File: src/rtl/pcae_pkg.sv
package pcae_pkg;

  localparam int unsigned MAX_VERTICES_DEF = 1024;

  // Largest Q7.56 value
  localparam logic [62:0] QMAX = {63{1'b1}};

  // Divider lengths: energy quotient chunks, centroid numerator bits
  localparam int unsigned E_CHUNK     = 14;
  localparam logic [6:0]  DIV_E_ITERS = 7'd5;
  localparam logic [6:0]  DIV_C_ITERS = 7'd108;

  // Micro-operations; multiply steps also pass through S_ACC
  typedef enum logic [5:0] {
    U_EX1, U_EX2, U_CEX, U_CX1, U_CX2, U_CSX, U_CY1, U_CY2, U_CSY,
    U_TR1, U_TR2, U_CTR,
    U_E1, U_E2, U_E3, U_E4, U_E5, U_E6, U_E7, U_E8, U_E9, U_E10, U_E11, U_E12,
    U_CEL, U_MM1, U_MM2, U_MM3, U_MM4, U_DVE, U_CEN,
    U_FIRST, U_PREV, U_DVX, U_CX, U_DVY, U_CY, U_OUT
  } uop_t;

  typedef enum logic [2:0] {S_IDLE, S_EXEC, S_ACC, S_DIV} state_t;

  typedef struct packed {
    uop_t uop;
    logic closing;
    logic cap_in;
    logic mul_en;
    logic acc_en;
    logic commit_en;
    logic div_step;
    logic out_load;
  } cmd_t;

  typedef struct packed {
    logic degen;
  } status_t;

  function automatic logic is_mul(uop_t u);
    return u inside {U_EX1, U_EX2, U_CX1, U_CX2, U_CY1, U_CY2, U_TR1, U_TR2,
                     [U_E1:U_E12], [U_MM1:U_MM4]};
  endfunction

endpackage

File: src/rtl/pcae_ctrl.sv
module pcae_ctrl #(
  parameter int unsigned MAX_VERTICES = pcae_pkg::MAX_VERTICES_DEF
) (
  input  logic              clk,
  input  logic              rst,
  input  logic              in_valid,
  input  logic              in_last,
  output logic              in_stall,
  output logic              out_valid,
  input  logic              out_stall,
  output pcae_pkg::cmd_t    cmd,
  input  pcae_pkg::status_t status
);

  localparam int unsigned CW = $clog2(MAX_VERTICES + 1);

  pcae_pkg::state_t state, state_next;
  pcae_pkg::uop_t   uop, uop_next, uop_after, adv_uop;
  pcae_pkg::state_t adv_state;
  logic             closing, closing_next, adv_closing;
  logic             last, last_next;
  logic [CW-1:0]    cnt, cnt_next;
  logic [6:0]       dcnt, dcnt_next;
  logic             out_valid_next;
  logic             accept, vertex_done, out_free, is_div;

  assign accept      = in_valid && (state == pcae_pkg::S_IDLE);
  assign out_free    = !out_valid || !out_stall;
  assign vertex_done = (uop == pcae_pkg::U_FIRST) || (uop == pcae_pkg::U_PREV);
  assign is_div      = (uop == pcae_pkg::U_DVE) || (uop == pcae_pkg::U_DVX) ||
                       (uop == pcae_pkg::U_DVY);

  // Pick the step that follows the current one
  always_comb begin
    case (uop)
      pcae_pkg::U_CSY: begin
        if (closing) begin
          uop_after = status.degen ? pcae_pkg::U_OUT : pcae_pkg::U_DVX;
        end else begin
          uop_after = (cnt >= CW'(2)) ? pcae_pkg::U_TR1 : pcae_pkg::U_PREV;
        end
      end
      pcae_pkg::U_CEN: uop_after = pcae_pkg::U_PREV;
      pcae_pkg::U_CY:  uop_after = pcae_pkg::U_OUT;
      default:         uop_after = pcae_pkg::uop_t'(uop + 6'd1);
    endcase
  end

  // Advance after a finished step; a finished vertex closes the polygon on last
  always_comb begin
    adv_closing = closing;
    adv_state   = pcae_pkg::S_EXEC;
    adv_uop     = uop_after;
    if (vertex_done) begin
      if (last) begin
        adv_uop     = pcae_pkg::U_EX1;
        adv_closing = 1'b1;
      end else begin
        adv_state = pcae_pkg::S_IDLE;
      end
    end
  end

  // Next state
  always_comb begin
    state_next   = state;
    uop_next     = uop;
    closing_next = closing;
    last_next    = last;
    cnt_next     = cnt;
    dcnt_next    = dcnt;
    case (state)
      pcae_pkg::S_IDLE: begin
        if (accept) begin
          last_next    = in_last;
          closing_next = 1'b0;
          if (cnt < CW'(MAX_VERTICES)) begin
            uop_next   = (cnt == '0) ? pcae_pkg::U_FIRST : pcae_pkg::U_EX1;
            state_next = pcae_pkg::S_EXEC;
          end else if (in_last) begin
            uop_next     = pcae_pkg::U_EX1;
            closing_next = 1'b1;
            state_next   = pcae_pkg::S_EXEC;
          end
        end
      end
      pcae_pkg::S_EXEC: begin
        if (uop == pcae_pkg::U_OUT) begin
          if (out_free) begin
            state_next = pcae_pkg::S_IDLE;
            cnt_next   = '0;
          end
        end else if (pcae_pkg::is_mul(uop)) begin
          state_next = pcae_pkg::S_ACC;
        end else if (is_div) begin
          state_next = pcae_pkg::S_DIV;
          dcnt_next  = (uop == pcae_pkg::U_DVE) ? pcae_pkg::DIV_E_ITERS
                                                : pcae_pkg::DIV_C_ITERS;
        end else begin
          state_next   = adv_state;
          uop_next     = adv_uop;
          closing_next = adv_closing;
          if (vertex_done) cnt_next = cnt + CW'(1);
        end
      end
      pcae_pkg::S_ACC: begin
        state_next   = adv_state;
        uop_next     = adv_uop;
        closing_next = adv_closing;
      end
      pcae_pkg::S_DIV: begin
        dcnt_next = dcnt - 7'd1;
        if (dcnt == 7'd1) begin
          uop_next   = pcae_pkg::uop_t'(uop + 6'd1);
          state_next = pcae_pkg::S_EXEC;
        end
      end
      default: state_next = pcae_pkg::S_IDLE;
    endcase
  end

  // Commands to the datapath
  always_comb begin
    cmd.uop       = uop;
    cmd.closing   = closing;
    cmd.cap_in    = accept;
    cmd.mul_en    = (state == pcae_pkg::S_EXEC) && pcae_pkg::is_mul(uop);
    cmd.acc_en    = (state == pcae_pkg::S_ACC);
    cmd.commit_en = (state == pcae_pkg::S_EXEC) && !pcae_pkg::is_mul(uop) &&
                    (uop != pcae_pkg::U_OUT);
    cmd.div_step  = (state == pcae_pkg::S_DIV);
    cmd.out_load  = (state == pcae_pkg::S_EXEC) && (uop == pcae_pkg::U_OUT) && out_free;
    in_stall      = (state != pcae_pkg::S_IDLE);
  end

  // Hold a result beat until taken
  assign out_valid_next = cmd.out_load || (out_valid && out_stall);

  always_ff @(posedge clk) begin
    if (rst) begin
      state     <= pcae_pkg::S_IDLE;
      uop       <= pcae_pkg::U_EX1;
      closing   <= 1'b0;
      last      <= 1'b0;
      cnt       <= '0;
      dcnt      <= '0;
      out_valid <= 1'b0;
    end else begin
      state     <= state_next;
      uop       <= uop_next;
      closing   <= closing_next;
      last      <= last_next;
      cnt       <= cnt_next;
      dcnt      <= dcnt_next;
      out_valid <= out_valid_next;
    end
  end

endmodule

File: config.mk
export PLATFORM = sky130hd
export DESIGN_NAME = pcae_ctrl
export DESIGN_NICKNAME = d
export VERILOG_FILES = /design/src/rtl/pcae_pkg.sv /design/src/rtl/pcae_ctrl.sv
export SDC_FILE = /design/constraint.sdc
export NUM_CORES = 1
export LEC_CHECK = 0
export ABC_AREA = 1
export BUFFER_PORTS_ARGS = -buffer_cell sky130_fd_sc_hd__clkbuf_2
export CORE_UTILIZATION = 45
export DETAILED_ROUTE_END_ITERATION = 10
export GPL_TIMING_DRIVEN = 1
export PLACE_DENSITY_LB_ADDON = 0.25
export RECOVER_POWER = 50
export REMOVE_ABC_BUFFERS = 1
export SLEW_MARGIN = 20
export SYNTH_ARGS = -nofsm -noshare
export SYNTH_HDL_FRONTEND = slang
export SYNTH_SLANG_ARGS = --single-unit
File: constraint.sdc
create_clock -name clk -period 4.22 [get_ports clk]
set_input_delay 0.633 -clock clk [delete_from_list [all_inputs] [get_ports clk]]
set_output_delay 0.633 -clock clk [all_outputs]
set_load 0.1 [all_outputs]
## Yosys cells after proc, flatten, opt, wreduce, memory -nomap -nowiden

Index checks and enable logic that the tools add are counted.

- Input bits: 6
- Bits in registers: 30
- Logic and storage cells: 125

- Reduce and logical (&&, ||, !) cells: 32
- $add $sub $neg: 3
- Multiplexer cells: 45
- Equality and inequality tests: 32
- Order comparisons: 6

Operators with widths:

| kind | count |
|---|---|
| $mux W6 | 11 |
| $mux W11 | 5 |
| $eq A6 B6 Y1 const B | 5 |
| $mux W7 | 4 |
| $mux W3 | 9 |
| $pmux W6 S4 | 1 |
| $eq A6 B3 Y1 const B | 3 |
| $eq A6 B4 Y1 const B | 3 |
| $eq A6 B5 Y1 const B | 3 |
| $pmux W6 S3 | 1 |
| $pmux W7 S2 | 1 |
| $le A6 B5 Y1 const B | 2 |
| $ne A2 B2 Y1 const B | 6 |
| $pmux W3 S4 | 1 |
| $add A11 B1 Y11 const B | 1 |
| $ge A11 B2 Y1 const B | 1 |
| $logic_not A11 Y1 | 1 |
| $lt A11 B11 Y1 const B | 1 |
| $mux W1 | 10 |
| $reduce_and A5 Y1 | 2 |
| $reduce_bool A10 Y1 | 1 |
| $logic_and A1 B1 Y1 | 9 |
| $reduce_and A4 Y1 | 2 |
| $eq A7 B1 Y1 const B | 1 |
| other kinds (23) | 34 |

## Logic depth before layout (Yosys ltp)

Gate-level depths: netlist of run 1.

- Word-level depth: 10
- Depth in mapped cells: 13
- Gate-level depth less buffers: 13

## Least setup slack after synthesis of run 1

OpenSTA, ideal clock, no wires.

- Path type: register to output
- Start point: register uop[0]
- End point: output cmd[2] (netlist bit)
- Data arrival time: 4052 ps
- Data required time: 3587 ps
- Path buffers: 0
- Cell stages (with the launch flop): 10
- Slack: -465 ps
- Cells stage by stage: dfxtp_1 > inv_1 > ha_1 > inv_1 > nor2_1 > nor2_1 > nand3_1 > nand2_2 > inv_2 > nor3_1

RTL lines:

| what | line | text |
|---|---|---|
| start, declared | pcae_ctrl.sv:18 | `pcae_pkg::uop_t uop, uop_next, uop_after, adv_uop;` |
| start signal, assigned | pcae_ctrl.sv:142 | `uop <= pcae_pkg::U_EX1;` |
| start signal, assigned | pcae_ctrl.sv:150 | `uop <= uop_next;` |
| end, declared | pcae_ctrl.sv:11 | `output pcae_pkg::cmd_t cmd,` |

==> impl_metrics.env, run 1 <==
export IMPL_finalSetupViolations=0
export IMPL_clockBufferDepth=2
export IMPL_hold_depth=2
export IMPL_post_cts_buffers=0
export IMPL_drive_gt1_frac=0.1042
export IMPL_grt_pass1_wl_mm=9.618
export IMPL_reg2reg_depth=10
export IMPL_cts_resized=0
export IMPL_rsz0062_at_grt="false"
export IMPL_power_total_mw=1.795
export IMPL_synth_adder_area_share=0.07862
export IMPL_p_clk_frac=0.126
export IMPL_r2r_start="uop[0]"
export IMPL_hold_class="reg -> reg"
export IMPL_final_hold_violation_count=0
export IMPL_postSynthAreaPerCell_um2=6.217
export IMPL_worst_path_max_delay_cell="dfxtp_1"
export IMPL_worst_slack_ps=1239
export IMPL_slew_violations=0
export IMPL_coreArea_um2=5107
export IMPL_place_gp_congestion=0.8855
export IMPL_overflow=0
export IMPL_intPower_mw=0.7270
export IMPL_end_kind="output port"
export IMPL_dp_worst_setup_slack_ps=1579
export IMPL_synth_edf_count=0
export IMPL_fillCellCount=567
export IMPL_p_leak_nw=1.177
export IMPL_min_to="cnt[8]"
export IMPL_clock_skew_ps=4.827
export IMPL_critPathMaxFanout=14
export IMPL_placed_area_um2=2525
export IMPL_synth_xor_area_frac=0.02935
export IMPL_antenna_found_initial=0
export IMPL_netlist_area_leader_share=0.2432
export IMPL_power_density_nw_per_um2=701.9
export IMPL_yosysWarnings=0
export IMPL_drtPass1Iterations=4
export IMPL_p_seq_frac=0.233
export IMPL_dr_first_iter_drc_count=187
export IMPL_die_x_um=74.84
export IMPL_cpPeakStageDelay_ps=450
export IMPL_synthFlopType="dfxtp_1"
export IMPL_critical_path_buf_inv_count=3
export IMPL_fin_crit_ps=2981
export IMPL_tightestPinTransition_ps=1174
export IMPL_cts_num_sinks=29
export IMPL_tns_ps=0
export IMPL_min_from="cnt[8]"
export IMPL_cts_tree="built"
export IMPL_multiInputGateArea_um2=1539
export IMPL_drc=0
export IMPL_muxShareOfSynthArea=0
export IMPL_vdd_drop_max_mv=0.3444
export IMPL_h_tree_depth=2
export IMPL_ys_seq_area_frac=0.2432
export IMPL_whs_ps=484.6
export IMPL_crit_type="reg -> out"
export IMPL_postRouteAntennaNets=0
export IMPL_synthTopCellsByArea="dfxtp_1 24%, nand2_1 17%, ha_1 7.9%"
export IMPL_via_per_inst=5.063
export IMPL_cap_violations=0
export IMPL_grt_max_degree=22
export IMPL_final_area_um2=2557
export IMPL_io_pins=21
export IMPL_synth_area_leader_cell="dfxtp_1"
export IMPL_r2r_end="uop[0]"
export IMPL_synthSimpleGateAreaFrac=0.4413
export IMPL_fmax_mhz=335.4
export IMPL_power_switching_mw=1.068
export IMPL_crit_required_ps=3590
export IMPL_rows=26
export IMPL_wl_per_cell_um=12.13
export IMPL_dp_cells=465
export IMPL_place_hpwl_mm=4.311
export IMPL_drt_total_wl_mm=5.737
export IMPL_syn_instance_count=384
export IMPL_p_comb_frac=0.642
export IMPL_clkSlewWorstSetupHoldPaths_ps=70
export IMPL_startpoint_type="flop"
export IMPL_area_growth_pct=7.128
export IMPL_path_cells="ha_1 -> nand2_2 -> nor2_4 -> nand2_1 -> inv_2 -> nand2_4 -> inv_1 -> clkbuf_2"
export IMPL_die_area_um2=5600
export IMPL_synth_compound_area_frac=0.1111
export IMPL_synth_seq_cells=29
export IMPL_slew_headroom=0.2209
export IMPL_finalNonFillerCells=473
export IMPL_cts_hold_buf=0
export IMPL_crit_family="simple AND/OR/NAND/NOR gates"
export IMPL_vias=2395
export IMPL_synth_top_family_by_area="simple AND/OR/NAND/NOR gates"
export IMPL_antennaDiodeCount=0
export IMPL_final_nets=423
export IMPL_swShare=0.5950
export IMPL_grt_pass1_vias=2100
export IMPL_synthArstFlopShare=0
export IMPL_status="completed"
export IMPL_reg2reg_slack_ps=1910
export IMPL_final_util=0.5007
export IMPL_fp_dieH_um=74.84
export IMPL_start_util=0.4674
export IMPL_grtUsageTotal=0.2256
export IMPL_synthesis_area_um2=2387
export IMPL_fin_crit_sh=0.7065
export IMPL_arrival_ps=2350
export IMPL_cts_root_buffer="clkbuf_8"
export IMPL_seq_area_um2=580.6
export IMPL_numCtsBuffers=5
export IMPL_ys_types=35
export IMPL_io_buffers=20
export IMPL_insertion_delay_ps=280
-- cells in the final DEF (no fill, tap or decap) --
cell type,synthesis,routed
nand2_2,5,5
nor2_4,3,3
xor2_1,6,6
nor3b_1,1,1
o211ai_1,1,1
nor2_2,4,4
nor2_1,47,47
nand3_1,35,38
ha_1,15,15
xnor2_1,2,2
a21oi_1,33,33
nand3_4,3,1
o21ai_0,9,10
a21boi_0,2,2
nand4_1,9,9
clkinv_2,0,2
inv_1,39,40
inv_2,8,7
o21ai_2,1,1
nand2_4,2,1
clkbuf_8,0,5
o22ai_1,1,1
o31ai_1,1,1
o21ai_1,2,1
nand2_1,106,107
clkbuf_2,0,10
nand3b_1,1,1
clkbuf_1,4,11
nand2_8,1,1
or2_2,2,2
nor3_1,5,5
dfxtp_1,29,29
clkinv_1,1,1
-- Yosys cell counts, types with 4 or more instances --
library cell,instances
inv_1,39
nor2_1,47
nand4_1,9
clkbuf_1,4
dfxtp_1,29
ha_1,15
nand2_1,106
o21ai_0,9
xor2_1,6
inv_2,8
nor2_2,4
nand3_1,35
nor3_1,5
a21oi_1,33
nand2_2,5
-- layer usage --
metal,global-route usage,part of all wire,up-vias
met1,0.3155,0.51,1071
li1,-,-,1259
met3,0.03748,0.049,10
met4,0.08386,0.017,0
met2,0.3473,0.42,55
met5,0,0,-
-- worst min-delay path, cell delays in order (launching register included) --
cell and delay (ps):
dfxtp_1 320, nand2_1 60, a21oi_1 50
-- power by group through the flow --
| stage | clock (mW) | sequential, mW | combinational (mW) |
|---|---|---|---|
| after floorplan | 0 | 0.587 | 0.796 |
| after global placement | 0 | 0.420 | 1.18 |
| after detailed placement | 0 | 0.424 | 1.18 |
| after CTS | 0.234 | 0.418 | 1.18 |
| after global routing | 0.248 | 0.430 | 1.29 |
| final | 0.226 | 0.417 | 1.15 |
-- worst max-delay path by stage --
stage | cells after the start | startpoint | endpoint
3_3_place_gp | 10 | uop[0] | cmd[2]
6_report | 8 | uop[0] | cmd[0]
4_1_cts | 10 | uop[0] | cmd[2]
3_5_place_dp | 10 | uop[0] | cmd[2]
2_1_floorplan | 9 | uop[0] | cmd[2]
5_1_grt | 8 | uop[0] | cmd[0]
-- kinds of logic after synthesis --
logic type / after synthesis
fa+ha+maj: 15
compound gates: 50
buf+inv: 57
flops: 29
simple gates: 225
xor+xnor: 8
-- registers in the layout, summed over array words and instances (netlist names) --
register / cells
dcnt: 7
out_valid: 1
cnt: 11
state: 2
closing: 1
uop: 6
last: 1
-- final cells by class --
cell class / count / area share
multi-input cells: 298 / 0.6018
inverters: 48 / 0.07045
clock inverters: 2 / 0.003914
clock buffers: 6 / 0.02838
repair buffers: 20 / 0.03425
well taps: 70 / 0.03425
flip-flops and latches: 29 / 0.2270
(Power assumes the default switching activity.)
==> inputs of run 2 (changes only) <==
- clock period: 4.22 -> 2.5 ns (I/O delays scaled with it)
==> run 2 against run 1 <==
Utilization up 2.6 points. Sequential share of layout area down 1.0 points. Flip-flop and latch count unchanged. Clock skew up 1.6 ps. Die area unchanged. Power up 78%. Final cell count up 0.63%. Hold slack worse by 88 ps. Register-to-register slack worse by 1500 ps. First-iteration DRC count up 4.3%. Clock power up 94%.
==> impl_metrics.env, run 2 (same netlist as run 1, synthesis figures left out) <==
export IMPL_status="completed"
export IMPL_r2r_start="uop[5]"
export IMPL_end_kind="output port"
export IMPL_reg_top3="cnt (11), dcnt (7), uop (6)"
export IMPL_clkSlewWorstSetupHoldPaths_ps=70
export IMPL_r2r_end="cnt[0]"
export IMPL_start_util=0.4674
export IMPL_antenna_found_initial=0
export IMPL_rows=26
export IMPL_drtPass1Iterations=5
export IMPL_largest_reg_flops=11
export IMPL_clockBufferDepth=2
export IMPL_fp_dieH_um=74.84
export IMPL_fmax_mhz=417.6
export IMPL_finalSetupViolations=0
export IMPL_grtUsageTotal=0.2208
export IMPL_min_from="in_valid"
export IMPL_numCtsBuffers=5
export IMPL_cts_hold_buf=0
export IMPL_io_buffers=20
export IMPL_grt_max_degree=21
export IMPL_layout_commonest_cell="nand2_1"
export IMPL_tightestPinTransition_ps=1170
export IMPL_drt_total_wl_mm=5.721
export IMPL_hold_class="in -> reg"
export IMPL_insertion_delay_ps=280
export IMPL_reg2reg_depth=11
export IMPL_final_area_um2=2691
export IMPL_startpoint_type="flop"
export IMPL_slew_violations=0
export IMPL_cts_root_buffer="clkbuf_8"
export IMPL_clock_skew_ps=6.412
export IMPL_coreArea_um2=5107
export IMPL_layout_common_cells="106 x nand2_1, 47 x nor2_1, 39 x inv_1"
export IMPL_vias=2405
export IMPL_crit_required_ps=2120
export IMPL_reg2reg_slack_ps=410
export IMPL_final_util=0.5269
export IMPL_final_nets=426
export IMPL_power_total_mw=3.195
export IMPL_dr_first_iter_drc_count=195
export IMPL_fin_crit_sh=0.9579
export IMPL_critPathMaxFanout=14
export IMPL_top_register="cnt"
export IMPL_vdd_drop_max_mv=0.8539
export IMPL_hold_depth=3
export IMPL_die_x_um=74.84
export IMPL_crit_type="reg -> out"
export IMPL_drive_gt1_frac=0.1379
export IMPL_cts_num_sinks=29
export IMPL_power_density_nw_per_um2=1187
export IMPL_grt_pass1_wl_mm=9.459
export IMPL_drc=0
export IMPL_placed_area_um2=2592
export IMPL_grt_pass1_vias=2089
export IMPL_antennaDiodeCount=0
export IMPL_cap_violations=0
export IMPL_cts_tree="built"
export IMPL_min_to="last"
export IMPL_arrival_ps=2020
export IMPL_die_area_um2=5600
export IMPL_place_hpwl_mm=4.314
export IMPL_fin_crit_ps=2395
export IMPL_p_leak_nw=1.238
export IMPL_io_pins=21
export IMPL_slew_headroom=0.2231
export IMPL_area_growth_pct=12.74
export IMPL_rsz0062_at_grt="true"
export IMPL_wl_per_cell_um=12.02
export IMPL_place_gp_congestion=0.8579
export IMPL_via_per_inst=5.053
export IMPL_h_tree_depth=2
export IMPL_overflow=0
export IMPL_postRouteAntennaNets=0
export IMPL_final_hold_violation_count=0
## run 2: critical path: stages (launching register included)
cell     delay [ps]
dfxtp_1         420
inv_2           110
nor2_2          190
inv_2            70
nor2_4          350
nand2_4         170
inv_2           100
nand2_4          70
inv_1           100
buf_12          180
## run 2: metrics by stage
stage / setup TNS (ps) / worst slack (ps) / std cells / hold slack [ps]
floorplan: -3078 / -1928 / 375 / 444.1
global placement: 0 / 274.0 / 468 / 466.9
detailed placement: 0 / 238.0 / 468 / 473.9
CTS: 0 / 4.956 / 476 / 389.6
global route: -50.84 / -40.18 / 476 / 423.0
finish: 0 / 105.4 / 476 / 396.2
## run 2: area by class of cell
cell class	instances	area, um2
fillers	537	2416
multi-input cells	298	1582
flip-flops and latches	29	583.1
inverters	48	180.2
repair buffers	23	157.7
clock buffers	7	96.34
well taps	70	87.58
clock inverters	1	5.005
## run 2: what timing repair did
item / 4_1_cts / 5_1_grt
gates resized for setup: 1 / 2
setup endpoints to repair: 1 / 2
cloned: 0 / 0
pin swaps: 0 / 1
buffers inserted: 0 / 0
## run 2: how the worst max path moves through the flow
| stage | startpoint | end |
|---|---|---|
| after floorplan | uop[0] | cmd[2] |
| after global placement | uop[0] | cmd[2] |
| after detailed placement | uop[0] | cmd[2] |
| after CTS | uop[0] | cmd[2] |
| after global routing | uop[0] | cmd[2] |
| final | uop[5] | cmd[0] |
## run 2: metal layers
layer | track usage | up-vias | part of all wire
met1 | 0.3035 | 1062 | 0.49
met5 | 0 | - | 0
li1 | - | 1270 | -
met4 | 0.07966 | 0 | 0.0096
met3 | 0.03882 | 4 | 0.055
met2 | 0.3473 | 69 | 0.44
## run 2: power breakdown
part | switching, mW | internal (mW)
registers | 0.138 | 0.572
logic | 1.51 | 0.533
clock network | 0.190 | 0.249
